### config.mk
export PLATFORM = sky130hd
export DESIGN_NAME = lfhd_queue
export DESIGN_NICKNAME = d
export VERILOG_FILES = /design/src/sv/lfhd_pkg.sv /design/src/sv/lfhd_queue.sv
export SDC_FILE = /design/constraint.sdc
export NUM_CORES = 1
export LEC_CHECK = 0
export BUFFER_PORTS_ARGS = -buffer_cell sky130_fd_sc_hd__buf_2
export CAP_MARGIN = 10
export CORE_MARGIN = 1.5
export CORE_UTILIZATION = 35
export CTS_BUF_LIST = sky130_fd_sc_hd__clkbuf_8
export CTS_CLUSTER_SIZE = 24
export DETAILED_ROUTE_END_ITERATION = 7
export SETUP_SLACK_MARGIN = 0.02
export SYNTH_ARGS = -nofsm -noshare
export SYNTH_HDL_FRONTEND = slang
export SYNTH_SLANG_ARGS = --single-unit
### constraint.sdc
create_clock -name clk -period 4.6 [get_ports clk]
set_clock_uncertainty 0.2 [all_clocks]
set_input_delay 0.46 -clock clk [delete_from_list [all_inputs] [get_ports clk]]
set_output_delay 0.46 -clock clk [all_outputs]
set_load 0.01 [all_outputs]
### src/sv/lfhd_pkg.sv
// lfhd_pkg: shared types and constants for the line filter with hash dedup
// no dependencies
`timescale 1ns / 1ps

package lfhd_pkg;

	localparam int unsigned TableSizeDef = 4096;
	localparam int unsigned LineLimitDef = 4096;
	localparam int unsigned LenW = 12;
	localparam int unsigned HashW = 32;
	localparam int unsigned CntW = 32;
	localparam int unsigned QueueDepth = 2;

	localparam logic [31:0] FnvBasis = 32'd2166136261;
	localparam logic [31:0] FnvPrime = 32'd16777619;

	localparam logic [1:0] CfgMinLength = 2'd0;
	localparam logic [1:0] CfgMaxLength = 2'd1;
	localparam logic [1:0] CfgMinWords = 2'd2;
	localparam logic [1:0] CfgProbeLimit = 2'd3;

	typedef enum logic [3:0] {
		V_KEPT = 4'd0,
		V_SHORT = 4'd1,
		V_LONG = 4'd2,
		V_ENCODING = 4'd3,
		V_FEW_WORDS = 4'd4,
		V_DUPLICATE = 4'd5,
		V_COLLISION = 4'd6,
		V_PRE_NEW = 4'd7,
		V_PRE_REPEAT = 4'd8,
		V_PRE_SHORT = 4'd9,
		V_PRE_DROPPED = 4'd10
	} verdict_t;

	typedef enum logic [2:0] {
		B_IDLE,
		B_READ,
		B_CHECK,
		B_WRITE,
		B_OUT
	} bstate_t;

	// one classified line handed from front to back
	typedef struct packed {
		logic [HashW-1:0] hash;
		logic probe;      // needs a table lookup
		logic preload;    // preload mode
		verdict_t verdict; // final verdict if no lookup
	} line_job_t;

endpackage

### src/sv/lfhd_queue.sv
// lfhd_queue: short fifo of classified lines between front and back
// depends on lfhd_pkg
`timescale 1ns / 1ps

module lfhd_queue
	import lfhd_pkg::*;
(
	input  logic clk,
	input  logic arst_n,
	input  logic wr_valid,
	output logic wr_ready,
	input  line_job_t wr_job,
	output logic rd_valid,
	input  logic rd_ready,
	output line_job_t rd_job
);

	localparam int unsigned AW = $clog2(QueueDepth);

	line_job_t mem_q [QueueDepth];
	logic [AW-1:0] wp_q, rp_q;
	logic [AW:0] cnt_q;
	logic wr, rd;

	assign wr_ready = cnt_q != (AW+1)'(QueueDepth);
	assign rd_valid = cnt_q != '0;
	assign rd_job = mem_q[rp_q];
	assign wr = wr_valid && wr_ready;
	assign rd = rd_valid && rd_ready;

	// storage
	always_ff @(posedge clk) begin
		if (wr) begin
			mem_q[wp_q] <= wr_job;
		end
	end

	// pointers
	always_ff @(posedge clk or negedge arst_n) begin
		if (!arst_n) begin
			wp_q <= '0;
			rp_q <= '0;
			cnt_q <= '0;
		end else begin
			if (wr) wp_q <= wp_q + 1'b1;
			if (rd) rp_q <= rp_q + 1'b1;
			cnt_q <= cnt_q + (AW+1)'(wr) - (AW+1)'(rd);
		end
	end

endmodule

# Word-level counts from Yosys, hierarchy flattened
# Memories as Yosys holds them, arrays and structs flattened.
# Index checks and enable logic that the tools add are counted.
[word_totals]
output_inout_bits = 40
ram_bits = 76
elab_cells = 14
n_memories = 1
ff_bits = 4
[op_classes]
n_mux = 2
n_addsub = 4
n_reduce_logical = 3
n_eq_ne = 1
[mem_list]
columns = ["name", "words", "width", "read_ports", "rd_clocked_by_memory_dff", "write_ports", "line", "rtl"]
rows = [
  ["mem_q", 2, 38, 1, 0, 1, "lfhd_queue.sv:20", "line_job_t mem_q [QueueDepth];"],
]
[op_table]
columns = ["op", "n"]
rows = [
  ["adder 1 bit, second input constant", 2],
  ["adder 2 x 1 -> 2 bit", 1],
  ["logical AND 1 bit", 2],
  ["2-to-1 mux 1 bit", 2],
  ["!= test 2 bit, second input constant", 1],
  ["nonzero test 2 bit", 1],
  ["subtractor 2 x 1 -> 2 bit", 1],
]

# Depth between registers and ports, before layout
[logic_depth]
depth_word = 4
mapped_depth = 5

# Worst setup path after synthesis
# OpenSTA, ideal clock, no wires.
[synth_path]
kind = "register to register"
start = "reg cnt_q[0]"
end = "mem mem_q[0][0] (netlist name), enable pin"
path_slack_ps = 1656
t_required_ps = 3967
stages_incl_launch_ff = 4
setup_time_ps = 433
path_buffers = 0
t_arrival_ps = 2311
cell_sequence = "dfrtp_1 -> nand2b_1 -> nand2_1 -> nor2_1"
[synth_via]
elab_chain_len = 4
[synth_lines]
columns = ["element", "line", "rtl"]
rows = [
  ["from (decl)", "lfhd_queue.sv:22", "logic [AW:0] cnt_q;"],
  ["from (signal assigned)", "lfhd_queue.sv:47", "cnt_q <= cnt_q + (AW+1)'(wr) - (AW+1)'(rd);"],
  ["!= test 2 bit", "lfhd_queue.sv:25", "assign wr_ready = cnt_q != (AW+1)'(QueueDepth);"],
  ["net wr_ready", "lfhd_queue.sv:11", "output logic wr_ready,"],
  ["logical AND 1 bit", "lfhd_queue.sv:28", "assign wr = wr_valid && wr_ready;"],
  ["2-to-1 mux 1 bit", "lfhd_queue.sv:33", "if (wr) begin"],
  ["2-to-1 mux 1 bit (not written as such)", "lfhd_queue.sv:34", "mem_q[wp_q] <= wr_job;"],
  ["to (decl)", "lfhd_queue.sv:20", ""],
]
# The timed path passes the listed nets, and every way through them passes these cells.

==> metrics <==
flops & latches, synth 80; DR WL/cell 14.60 microns; clk buf depth 2; CP Class register to primary output; FFs w/ async S/R, synth roughly 5.0%; drc violations 0; power per cell area a little over 600 nW/um^2; Sw Ratio about 29%; CTS tree built; first-pass GRT wire length about 7600 microns; GPL Wtd Cong 0.6985; Worst R2R Setup Slack between 2 and 2.5 ns; Row Count 33; total track usage 11.61%; die height around 95 microns; sequential share of power slightly below 50%; Reg2Reg Depth 3; Hold Crit Class input port to register; worst-skew pair later-pin latency 0.34 ns; total gr overflow 0; routed vias/inst roughly 4.5; Final #Nets around 270; final setup TNS 0 ns; synth top area cells edfxtp_1 (77%), mux2_2 (14%), dfrtp_1 (3.4%), xnor2_1 (0.89%), buf_6 (0.76%); I/O Buffers between 80 and 90; I/O pins 82; Fmax between 300 and 400 MHz; NetSw about 650 uW; Die X approximately 95 microns; core box area between 8000 and 9000 sq um; reg2reg start cnt_q[0]$_DFF_PN0_; die area roughly 9000 sq um; CP Capture Point rd_job[10]; critical path startpoint category register; final worst path period share a little under three fifths; Final ANT Viol Nets 0; unrepaired setup endpoints after global routing false; Area growth syn-to-layout 24.84%; yosys warns 0; Final Hold Fails 0; Synth Flop Type edfxtp_1; area leader, netlist edfxtp_1; H-tree depth 3; number of antenna violations at the first check in global routing 0; worst hold start wr_job[35]; Max Slew Vio Count 0; drt pass-1 iters 3; CP arrival roughly 1.9 ns; clock period minus worst slack around 2.6 ns; Setup Fix Bufs, Post-CTS 0; cell area after synthesis just under 3000 sq um; worst slew pin tran between 1 and 1.5 ns; Final setup viols 0; Detail Placement HPWL between 3000 and 4000 microns; layout cell share with drive strength beyond 1 just under 60%; Gate power share 26.7%; status completed; Num CTS Buffers 9; Worst Setup Slack post-DPL ~2.4 ns; Max-slew headroom 26.70%; Yosys top cell area share approximately 77%; ant diodes 0; worst r2r dst mem_q[0][10]$_DFFE_PP_; Yosys cell types 18; vias in the first global route 1,609; Avg Inst Size Synth ~21 sq um; Leak 1.379 nW; DR iter-0 viols 53; Post-synth EDFFs 76; Vias ~1,500; Sink Count 80; Post-Synthesis Cells 140; Root Driver clkbuf_8; Initial Utilization a little over a third; Worst Setup SP rp_q$_DFFE_PN0P_; max cap viols 0; Mapped Nets 183; largest net degree at the start of global routing 40; Worst-path clk slew ~0.08 ns; post-cts resize count 0; total routed wirelength slightly below 5000 microns; setup ws final just over 2 ns; Setup crit end kind primary output; CP Data Required Time roughly 3.9 ns; clock share of power 23.9%; sequential share of the synthesized area slightly above 80%; Cell Int Power between 1.5 and 2 mW; maximum fanout along the worst path 39; Max VDD drop 0.0004089 V
[flip-flops by register name, summed over array words and instances (netlist names)]
register,count
mem_q,76
cnt_q,2
rp_q,1
wp_q,1
[worst max-delay path, cell delays in order (launching register included)]
cell and delay [ns]:
dfrtp_2 0.98, mux2_2 0.43, buf_2 0.14
[kinds of logic after synthesis]
kind of cell	after synthesis	share of synthesized area, %
DFF	80	80.44
muxes	38	14.45
and+or+nand+nor	10	1.648
AOI/OAI and AO/OA	4	1.056
buffers and inverters	4	1.098
xor gates and xnor gates	3	0.8874
adders and majority gates	1	0.4224
[placed cells by master (no fill, tap or decap), drive strengths merged, types with 2 or more instances in the layout]
cell type | synthesis | layout
dfrtp | 4 | 4
bufinv | 0 | 2
clkinv | 0 | 2
nor2 | 3 | 3
xnor2 | 3 | 3
nand2 | 2 | 2
buf | 4 | 81
clkinvlp | 0 | 2
edfxtp | 76 | 76
mux2 | 38 | 38
clkbuf | 0 | 9
[what timing repair did]
action                                  4_1_cts  5_1_grt
hold endpoints to repair                      4        0
hold buffers                                  1        0
endpoints found under the setup margin        0        0
[layer usage]
| layer | vias to the layer above | track usage (%) | routed length (microns) |
|---|---|---|---|
| li1 | 726 | - | - |
| met1 | 731 | 14.40 | 2276 |
| met2 | 60 | 18.15 | 2277 |
| met3 | 9 | 4.187 | 319 |
| met4 | 0 | 5.224 | 78 |
| met5 | - | 0 | 0 |
[through the flow]
stage / power, mW / hold WS [ns] / util (%) / instances / cell area (sq um)
after global placement: 1.748 / 0.07711 / 42.30 / 322 / 3476
after detailed placement: 1.758 / 0.07819 / 42.30 / 322 / 3476
final: 2.260 / 0.1060 / 45.00 / 339 / 3697
after CTS: 2.302 / 0.08378 / 45.00 / 339 / 3697
after global routing: 2.387 / 0.08664 / 45.00 / 339 / 3697
after floorplan: 1.514 / -0.03559 / - / 140 / 2962
[cell usage after synthesis, types with 2 or more instances]
master and n:
mux2_2 38, dfrtp_1 4, buf_6 2, nor2_1 3, buf_2 2, edfxtp_1 76
nand2_1 2, xnor2_1 3
[power groups by stage]
stage          clock [mW]  combinational [mW]  sequential, mW
2_1_floorplan           0               0.461            1.05
3_3_place_gp            0               0.618            1.13
3_5_place_dp            0               0.620            1.14
4_1_cts             0.557               0.622            1.12
5_1_grt             0.582               0.662            1.14
6_report            0.541               0.604            1.11
[worst min path at each step]
stage,to,slack [ns],cells after the start
after global routing,mem_q[0][35]$_DFFE_PP_,0.09,1
after detailed placement,wp_q$_DFFE_PN0P_,0.08,1
final,mem_q[1][35]$_DFFE_PP_,0.11,1
after floorplan,cnt_q[0]$_DFF_PN0_,-0.04,0
after global placement,cnt_q[0]$_DFF_PN0_,0.08,1
after CTS,mem_q[1][14]$_DFFE_PP_,0.08,1
[final cells by class]
cell class	instances	area [sq um]
Clock buffer	9	123.9
Clock inverter	7	87.58
Fill cell	744	4519
Multi-Input combinational cell	56	555.5
Sequential cell	80	2384
Tap cell	105	131.4
Timing Repair Buffer	82	415.4
Power figures use the tool's default switching activity.
