===== config.mk =====
export PLATFORM = sky130hd
export DESIGN_NAME = lfhd_front
export DESIGN_NICKNAME = d
export VERILOG_FILES = /design/src/sv/lfhd_pkg.sv /design/src/sv/lfhd_front.sv
export SDC_FILE = /design/constraint.sdc
export NUM_CORES = 1
export LEC_CHECK = 0
export ABC_AREA = 1
export BUFFER_PORTS_ARGS = -buffer_cell sky130_fd_sc_hd__buf_2
export CORE_MARGIN = 3
export CORE_UTILIZATION = 41
export CTS_CLUSTER_DIAMETER = 30
export DETAILED_ROUTE_END_ITERATION = 10
export GPL_ROUTABILITY_DRIVEN = 1
export MAX_ROUTING_LAYER = met4
export PLACE_DENSITY = 0.68
export SLEW_MARGIN = 20
export SYNTH_ARGS = -nofsm -noshare
export SYNTH_HDL_FRONTEND = slang
export SYNTH_SLANG_ARGS = --single-unit

===== constraint.sdc =====
create_clock -name clk -period 14.26 [get_ports clk]
set_clock_uncertainty 0.1 [all_clocks]
set_input_delay 0.713 -clock clk [delete_from_list [all_inputs] [get_ports clk]]
set_output_delay 0.713 -clock clk [all_outputs]
set_load 0.005 [all_outputs]

===== src/sv/lfhd_pkg.sv =====
// lfhd_pkg: shared types and constants for the line filter with hash dedup
// no dependencies
`timescale 1ns / 1ps

package lfhd_pkg;

	localparam int unsigned TableSizeDef = 4096;
	localparam int unsigned LineLimitDef = 4096;
	localparam int unsigned LenW = 12;
	localparam int unsigned HashW = 32;
	localparam int unsigned CntW = 32;
	localparam int unsigned QueueDepth = 2;

	localparam logic [31:0] FnvBasis = 32'd2166136261;
	localparam logic [31:0] FnvPrime = 32'd16777619;

	localparam logic [1:0] CfgMinLength = 2'd0;
	localparam logic [1:0] CfgMaxLength = 2'd1;
	localparam logic [1:0] CfgMinWords = 2'd2;
	localparam logic [1:0] CfgProbeLimit = 2'd3;

	typedef enum logic [3:0] {
		V_KEPT = 4'd0,
		V_SHORT = 4'd1,
		V_LONG = 4'd2,
		V_ENCODING = 4'd3,
		V_FEW_WORDS = 4'd4,
		V_DUPLICATE = 4'd5,
		V_COLLISION = 4'd6,
		V_PRE_NEW = 4'd7,
		V_PRE_REPEAT = 4'd8,
		V_PRE_SHORT = 4'd9,
		V_PRE_DROPPED = 4'd10
	} verdict_t;

	typedef enum logic [2:0] {
		B_IDLE,
		B_READ,
		B_CHECK,
		B_WRITE,
		B_OUT
	} bstate_t;

	// one classified line handed from front to back
	typedef struct packed {
		logic [HashW-1:0] hash;
		logic probe;      // needs a table lookup
		logic preload;    // preload mode
		verdict_t verdict; // final verdict if no lookup
	} line_job_t;

endpackage


===== src/sv/lfhd_front.sv =====
// lfhd_front: per-byte hash, length, encoding and word tracking; classifies each line
// depends on lfhd_pkg
`timescale 1ns / 1ps

module lfhd_front
	import lfhd_pkg::*;
#(
	parameter int unsigned LINE_LIMIT = LineLimitDef
) (
	input  logic clk,
	input  logic arst_n,
	input  logic in_valid,
	output logic in_ready,
	input  logic op,
	input  logic [7:0] byte_value,
	input  logic last,
	input  logic [LenW-1:0] min_length,
	input  logic [LenW-1:0] max_length,
	input  logic [1:0] min_words,
	output logic job_valid,
	input  logic job_ready,
	output line_job_t job
);

	localparam int unsigned LW = $clog2(LINE_LIMIT);
	localparam logic [LW-1:0] LenMax = LW'(LINE_LIMIT - 1);

	logic [HashW-1:0] hash_q;
	logic [LW-1:0] len_q, high_q;
	logic [1:0] words_q;
	logic in_word_q;

	logic [HashW-1:0] hash_n;
	logic [LW-1:0] len_n, high_n;
	logic [1:0] words_n;
	logic ws, take;
	logic [LW+3:0] high_x10;
	logic [LW+3:0] len_x;

	assign in_ready = job_ready;
	assign take = in_valid && in_ready;

	// per-byte update
	always_comb begin
		hash_n = (hash_q ^ {24'd0, byte_value}) * FnvPrime;
		len_n = (len_q != LenMax) ? len_q + 1'b1 : len_q;
		high_n = (byte_value[7] && high_q != LenMax) ? high_q + 1'b1 : high_q;
		ws = (byte_value == 8'h20) || (byte_value == 8'h09);
		words_n = words_q;
		if (!ws && !in_word_q && words_q != 2'd3) begin
			words_n = words_q + 2'd1;
		end
	end

	// high < len/10  <=>  10*(high+1) <= len
	assign high_x10 = ({4'd0, high_n} + 1'b1) * (LW+4)'(10);
	assign len_x = {4'd0, len_n};

	// classify the finished line
	always_comb begin
		job.hash = hash_n;
		job.preload = op;
		job.probe = 1'b0;
		job.verdict = V_KEPT;
		if (op) begin
			if ({{(32-LW){1'b0}}, len_n} < {20'd0, min_length}) begin
				job.verdict = V_PRE_SHORT;
			end else begin
				job.probe = 1'b1;
			end
		end else if ({{(32-LW){1'b0}}, len_n} < {20'd0, min_length}) begin
			job.verdict = V_SHORT;
		end else if ({{(32-LW){1'b0}}, len_n} > {20'd0, max_length}) begin
			job.verdict = V_LONG;
		end else if (high_x10 > len_x) begin
			job.verdict = V_ENCODING;
		end else if (words_n < min_words) begin
			job.verdict = V_FEW_WORDS;
		end else begin
			job.probe = 1'b1;
		end
	end

	assign job_valid = in_valid && last;

	// line state
	always_ff @(posedge clk or negedge arst_n) begin
		if (!arst_n) begin
			hash_q <= FnvBasis;
			len_q <= '0;
			high_q <= '0;
			words_q <= '0;
			in_word_q <= 1'b0;
		end else if (take) begin
			if (last) begin
				hash_q <= FnvBasis;
				len_q <= '0;
				high_q <= '0;
				words_q <= '0;
				in_word_q <= 1'b0;
			end else begin
				hash_q <= hash_n;
				len_q <= len_n;
				high_q <= high_n;
				words_q <= words_n;
				in_word_q <= !ws;
			end
		end
	end

endmodule


# [Yosys cells after proc, flatten, opt, wreduce, memory -nomap -nowiden]
# Index checks and enable logic that the tools add are counted.
# Widths: inputs -> output; s select.
[word_totals] ff_bits=59 output_inout_bits=40 word_cells=49
[op_classes] addsub=4 n_mul=2 n_lt_le_gt_ge=4 n_eq_ne=5 mux=20 bitwise_logic=1 reduce_logical=8
[ops] cell="$mux 12" count=4
[ops] cell="$mul 32x25->32 const B" count=1
[ops] cell="$mux 32" count=1
[ops] cell="$xor 32x8->32" count=1
[ops] cell="$add 12x1->12 const B" count=2
[ops] cell="$ne 12x12->1 const B" count=2
[ops] cell="$gt 16x12->1" count=1
[ops] cell="$mul 13x3->15 const B" count=1
[ops] cell="$add 12x1->13 const B" count=1
[ops] cell="$gt 12x12->1" count=1
[ops] cell="$lt 12x12->1" count=1
[ops] cell="$mux 3" count=4
[ops] cell="$eq 8x4->1 const B" count=1
[ops] cell="$eq 8x6->1 const B" count=1
[ops] cell="$mux 4" count=2
[ops] cell="$mux 1" count=7
[ops] cell="$logic_and 1x1->1" count=5
[ops] cell="$mux 2" count=2
[ops] cell="$add 2x1->2 const B" count=1
[ops] cell="$logic_not 1->1" count=2
[ops] cell="$lt 2x2->1" count=1
[ops] cell="$ne 2x2->1 const B" count=1
[ops] cell="$logic_or 1x1->1" count=1

# [Logic depth before layout (Yosys ltp)]
# Gate-level depths: netlist of the first run.
[logic_depth] ltp_word=12 ltp_mapped=30

# [Least setup slack after synthesis of the first run]
# OpenSTA, ideal clock, no wires.
[synth_path] path_kind="in2out" from="input port byte_value[7]" to="output port job[35] (netlist name)" arrival_ns=5.377 required_time_ns=13.447 setup_slack_ns=8.070 stages=22 n_path_buf=1 cell_sequence="buf_2 > xor2_1 > ha_1 > ha_1 > inv_1 > fa_1 > inv_1 > ha_1 > inv_1 > fa_1 > inv_1 > ha_1 > inv_1 > fa_1 > inv_1 > ha_1 > a21o_1 > a31oi_1 > o21ai_0 > a221oi_1 > nand3_1 > and2_1"
[synth_lines] item="start, declared" line="lfhd_front.sv:15" rtl="input logic [7:0] byte_value,"
[synth_lines] item="end, declared" line="lfhd_front.sv:22" rtl="output line_job_t job"

==> metrics, run 1 <==
crit start category input pin; Top Family by Delay on Critical Path adder cells; CP required 13,450 ps; Synth top area share 27.9%; drt first pass iters 5; Initial Utilization 42.2%; drt total wl roughly 28,000 um; Synth Area in Compound Gates 9.79%; H-tree depth 3; Die ar. 29,000 um^2; Mapped Nets 1,794; fin crit period 7040 ps; root buf cell clkbuf_16; largest cells by area after synthesis ha_1 (28%), inv_1 (14%), fa_1 (14%); first-pass GRT wire length 45,900 um; Netlist Area Pre-Place 11,100 um^2; clock slew at reported path FFs ~50 ps; Clock Latency Late Sink 350 ps; post-synthesis adder-cell area fraction 41.4%; Synth-to-Final Area Change 9.74%; GRT Util Overall 20.4%; max incr delay on CP about 560 ps; CTS tree built; largest family of logic cells by synthesized area adder cells; post-route cell area 12,200 um^2; via count 9,311; Ports 80; vias in the first global route 9,091; ys async rst share 100%; CP max FO 11; GR Overflow Total 0; layout cells sized above 1 9.69%; Buffers on Ports 79; Hold Crit Class flop to flop; core footprint ~26,000 um^2; max-slew violations 0; cts-stage hold buffer count 0; final net count approximately 1,900; Post-DP HPWL 23,600 um; Iteration-0 DRC Markers 561; DIE HEIGHT 170 um; unrepaired setup endpoints after global routing no; CP Capture Type output pin; Worst Path Arrival 6220 ps; Synth Warn # 0; Simple-Gate Fraction of Synth Area 15.1%; Rows between 50 and 60; max_cap viols 0; CP max-delay cell xor2_1; Bufs and invs on worst path 10; slew of the pin with the lowest slew margin 854 ps; Seq cells post-synth 59; Netlist cell types 56; Top FF cell, synth dfrtp_1; critical path type input pin to output pin; EDFF count, synth 0; largest net degree at the start of global routing 60; # Post-CTS Setup Buffers 0; total CTS buffers 9; Slew Limit Headroom 43.1%; Fin. Hold Viols 0; Gate Count Post-Synth around 1,400; via/cell ratio 5.02; Seq/Total Area, Yosys 13.5%; Post-Synth XOR/XNOR Area 5.68%; Post-route DRC 0; initial antenna violation count 2; DIE WIDTH 170 um; post-synthesis mux area share 0%; Final Setup Violations 0; RD Place Congestion 0.953; PostCTS Resize Cnt 0; Yosys top cell by area ha_1; TNS Setup 0 ps; Mapped Avg Cell Area approximately 7.7 um^2; CTS max path bufs 2; maximum clock frequency 142 MHz; status complete, no violations; critical path's most frequent cell inv_1; crit share post-route 49.3%; Post-DP Area roughly 12,000 um^2; clk sink count just under 60; wire per inst 15.1 um; ANT nets after route 0
worst reg2reg max path: cells and delay by family (launching register included):
family	cells	cell delay (ps)
fa+ha+maj	8	2940
flops	1	540
xor+xnor	2	750
simple gates	7	910
buf+inv	8	460
compound gates	1	170
layout make-up:
cell class / instances / area (um^2)
fill: 2640 / 14100
multi-input combinational: 946 / 7980
inverter: 413 / 1550
sequential: 59 / 1490
timing repair buffer: 83 / 425
tap: 335 / 419
clock buffer: 11 / 253
clock inverter: 5 / 36.3
antenna: 2 / 5.00
synth_stat cells (14+ instances only):
library cell	instances
ha_1	247
o22ai_1	32
nand3_1	45
nand4_1	18
xnor2_1	18
fa_1	75
xor2_1	52
dfstp_2	14
nor2_1	68
nor3_1	18
inv_1	407
o21ai_0	33
nand2_1	200
dfrtp_1	45
a21oi_1	61
metal layers:
metal	vias up	global-route usage (%)	part of all wire, %
met5	-	-	0
met4	0	6.38	2.1
met3	31	1.81	4.1
met2	213	32.2	47
met1	4386	27.9	47
li1	4681	-	-
stage by stage:
| step | std cells | setup WS [ps] | hold slack, ps | utilization [%] |
|---|---|---|---|---|
| floorplan | 1432 | 8070 | 317 | - |
| global placement | 1836 | 7460 | 390 | 45.2 |
| detailed placement | 1836 | 7290 | 398 | 45.2 |
| CTS | 1852 | 7270 | 412 | 46.3 |
| global route | 1854 | 6860 | 427 | 46.3 |
| finish | 1854 | 7220 | 419 | 46.3 |
path summary, 6_finish.rpt:
check / start / end / slack, ps / cells after the start
max in group asynchronous: arst_n / hash_q[1]$_DFFE_PN0P_ / 13030 / 2
max: byte_value[7] / job[28] / 7220 / 26
max reg2reg: hash_q[6]$_DFFE_PN1P_ / hash_q[22]$_DFFE_PN0P_ / 8340 / 26
min in group asynchronous: arst_n / hash_q[22]$_DFFE_PN0P_ / 460 / 2
min reg2reg: hash_q[4]$_DFFE_PN0P_ / hash_q[4]$_DFFE_PN0P_ / 420 / 2
min: hash_q[4]$_DFFE_PN0P_ / hash_q[4]$_DFFE_PN0P_ / 420 / 2
cell usage in the layout (no fill, tap or decap), types with 5 or more instances in the layout:
cell and n:
a21o_1 9, a21oi_1 61, a22o_1 9, a31oi_1 6, buf_2 79, clkbuf_16 9
dfrtp_1 45, dfstp_2 14, fa_1 75, ha_1 247, inv_1 406, inv_2 5
nand2_1 200, nand2_2 5, nand3_1 45, nand4_1 18, nor2_1 67, nor3_1 18
o21ai_0 33, o21ai_1 5, o22ai_1 32, xnor2_1 18, xor2_1 52
registers in the layout, summed over array words and instances (netlist names):
| signal | cells |
|---|---|
| hash_q | 32 |
| high_q | 12 |
| len_q | 12 |
| words_q | 2 |
| in_word_q | 1 |
cell families after synthesis:
logic type               Yosys count
buffers and inverters            427
AO/OA/AOI/OAI                    179
flip-flops                        59
adder cells (fa/ha/maj)          322
AND/OR/NAND/NOR                  374
XOR/XNOR                          71
Power of run 1 is left out: the tool's default activity adds up to more than one toggle a clock period on the data nets, which glitch-free logic cannot reach.
==> run 2, diff against run 1 <==
--- a/config.mk
+++ b/config.mk
@@ -13,7 +13,7 @@
 export DETAILED_ROUTE_END_ITERATION = 10
 export GPL_ROUTABILITY_DRIVEN = 1
 export MAX_ROUTING_LAYER = met4
-export PLACE_DENSITY = 0.68
+export PLACE_DENSITY = 0.7
 export SLEW_MARGIN = 20
 export SYNTH_ARGS = -nofsm -noshare
 export SYNTH_HDL_FRONTEND = slang
==> constraint.sdc (replaced) <==
create_clock -name clk -period 6.13 [get_ports clk]
set_clock_uncertainty 0.1 [all_clocks]
set_input_delay 0.3065 -clock clk [delete_from_list [all_inputs] [get_ports clk]]
set_output_delay 0.3065 -clock clk [all_outputs]
set_load 0.005 [all_outputs]
==> metrics, run 2 (synthesized netlist as in run 1, its figures left out) <==
CTS max path bufs 2; Final Setup Violations 0; total CTS buffers 9; Post-route DRC 0; clock slew at reported path FFs about 60 ps; unrepaired setup endpoints after global routing yes; max_cap viols 0; Iteration-0 DRC Markers between 500 and 600; root buf cell clkbuf_16; GR Overflow Total 0; CP required approximately 5700 ps; via count 9,577; crit share post-route 96.7%; Fin. Hold Viols 0; most frequent cells in the layout inv_1 (406), ha_1 (237), nand2_1 (196); Die ar. between 20,000 and 30,000 um^2; Clock Latency Late Sink 350 ps; via/cell ratio 5.08; largest net degree at the start of global routing 60; layout cells sized above 1 between 10% and 20%; final net count 1,903; initial antenna violation count 3; fin worst setup slack 202 ps; drt first pass iters 5; core footprint 26,300 um^2; Biggest register hash_q; H-tree depth 3; clk sink count 59; maximum clock frequency 169 MHz; Synth-to-Final Area Change 14.2%; GRT Util Overall 20.8%; status complete, no violations; DIE HEIGHT between 150 and 200 um; CTS tree built; slew of the pin with the lowest slew margin 866 ps; max-slew violations 0; Buffers on Ports between 70 and 80; Post-DP Area around 12,000 um^2; most common cell after layout, fill and taps aside inv_1; Worst Path Arrival approximately 5500 ps; post-route cell area 12,700 um^2; Rows 59; post-layout util 48.2%; pre-CTS setup slack roughly 99 ps; Hold Crit Class input pin to async pin; DIE WIDTH 170 um; wire per inst 15.3 um; Initial Utilization a little over two fifths; Post-DP HPWL 23,900 um; Slew Limit Headroom 42.3%; CP max FO 6; Ports 80; drt total wl about 29,000 um; critical path type flop to output pin; max reg flops 32; CP Capture Type output pin; fin crit period around 6000 ps; RD Place Congestion 0.963; largest registers hash_q x32, high_q x12, len_q x12; ANT nets after route 0; cts-stage hold buffer count 0; first-pass GRT wire length 47,000 um; crit start category flop; vias in the first global route 9,466
run 2: stage by stage:
step | instances | TNS, ps | hold WS, ps
after global routing | 1884 | -143 | 97.1
after detailed placement | 1850 | 0 | 395
final | 1884 | 0 | 30.9
after floorplan | 1432 | 0 | -89.1
after CTS | 1866 | 0 | 87.0
after global placement | 1850 | 0 | 391
run 2: path summary, 6_finish.rpt:
path	depth (start not counted)	from	slack, ps	end
min in group clk	3	byte_value[0]	220	hash_q[0]$_DFFE_PN1P_
worst max-delay path	25	hash_q[4]$_DFFE_PN0P_	200	job[34]
max in group asynchronous	2	arst_n	5250	hash_q[4]$_DFFE_PN0P_
worst max register to register	21	hash_q[17]$_DFFE_PN0P_	700	hash_q[30]$_DFFE_PN0P_
worst min-delay path	2	arst_n	30	hash_q[17]$_DFFE_PN0P_
worst min register to register	1	in_word_q$_DFFE_PN0P_	420	in_word_q$_DFFE_PN0P_
run 2: area by class of cell:
class | count | area (um^2)
fill | 2507 | 13600
clock buffer | 10 | 239
inverter | 413 | 1550
tap | 335 | 419
clock inverter | 6 | 63.8
antenna | 3 | 7.51
multi-input combinational | 946 | 8240
sequential | 59 | 1500
timing repair buffer | 112 | 643
run 2: worst max-delay path, cell delays in order, from the launching register on:
cell and delay (ps):
dfrtp_2 440, xor2_4 260, ha_1 290, ha_1 270, inv_1 50, fa_1 480
inv_1 70, ha_1 130, inv_1 50, fa_1 520, inv_1 40, ha_1 260
inv_1 50, fa_1 530, inv_1 40, ha_2 370, nand2_1 140, nor3_2 250
nand4_1 160, nand3_2 130, nand2_1 60, nand2_1 90, nand3_1 90, nand2_2 90
xor2_2 160, buf_2 160
run 2: timing repair:
item / 4_1_cts / 5_1_grt
endpoints found under the hold margin: 0 / 0
cloned: 0 / 0
pin swaps: 0 / 11
resized for setup: 9 / 45
setup endpoints to repair: 7 / 17
setup buffers: 0 / 15
run 2: metal layers:
layer  wire length [um]  up-vias  global-route usage [%]
met3               1590       56                    2.93
met2              13400      271                    33.4
met1              12900     4517                    27.0
met4                971        0                    7.55
li1                   -     4733                       -
met5                  0        -                       -
Power of run 2 is left out for the same reason.
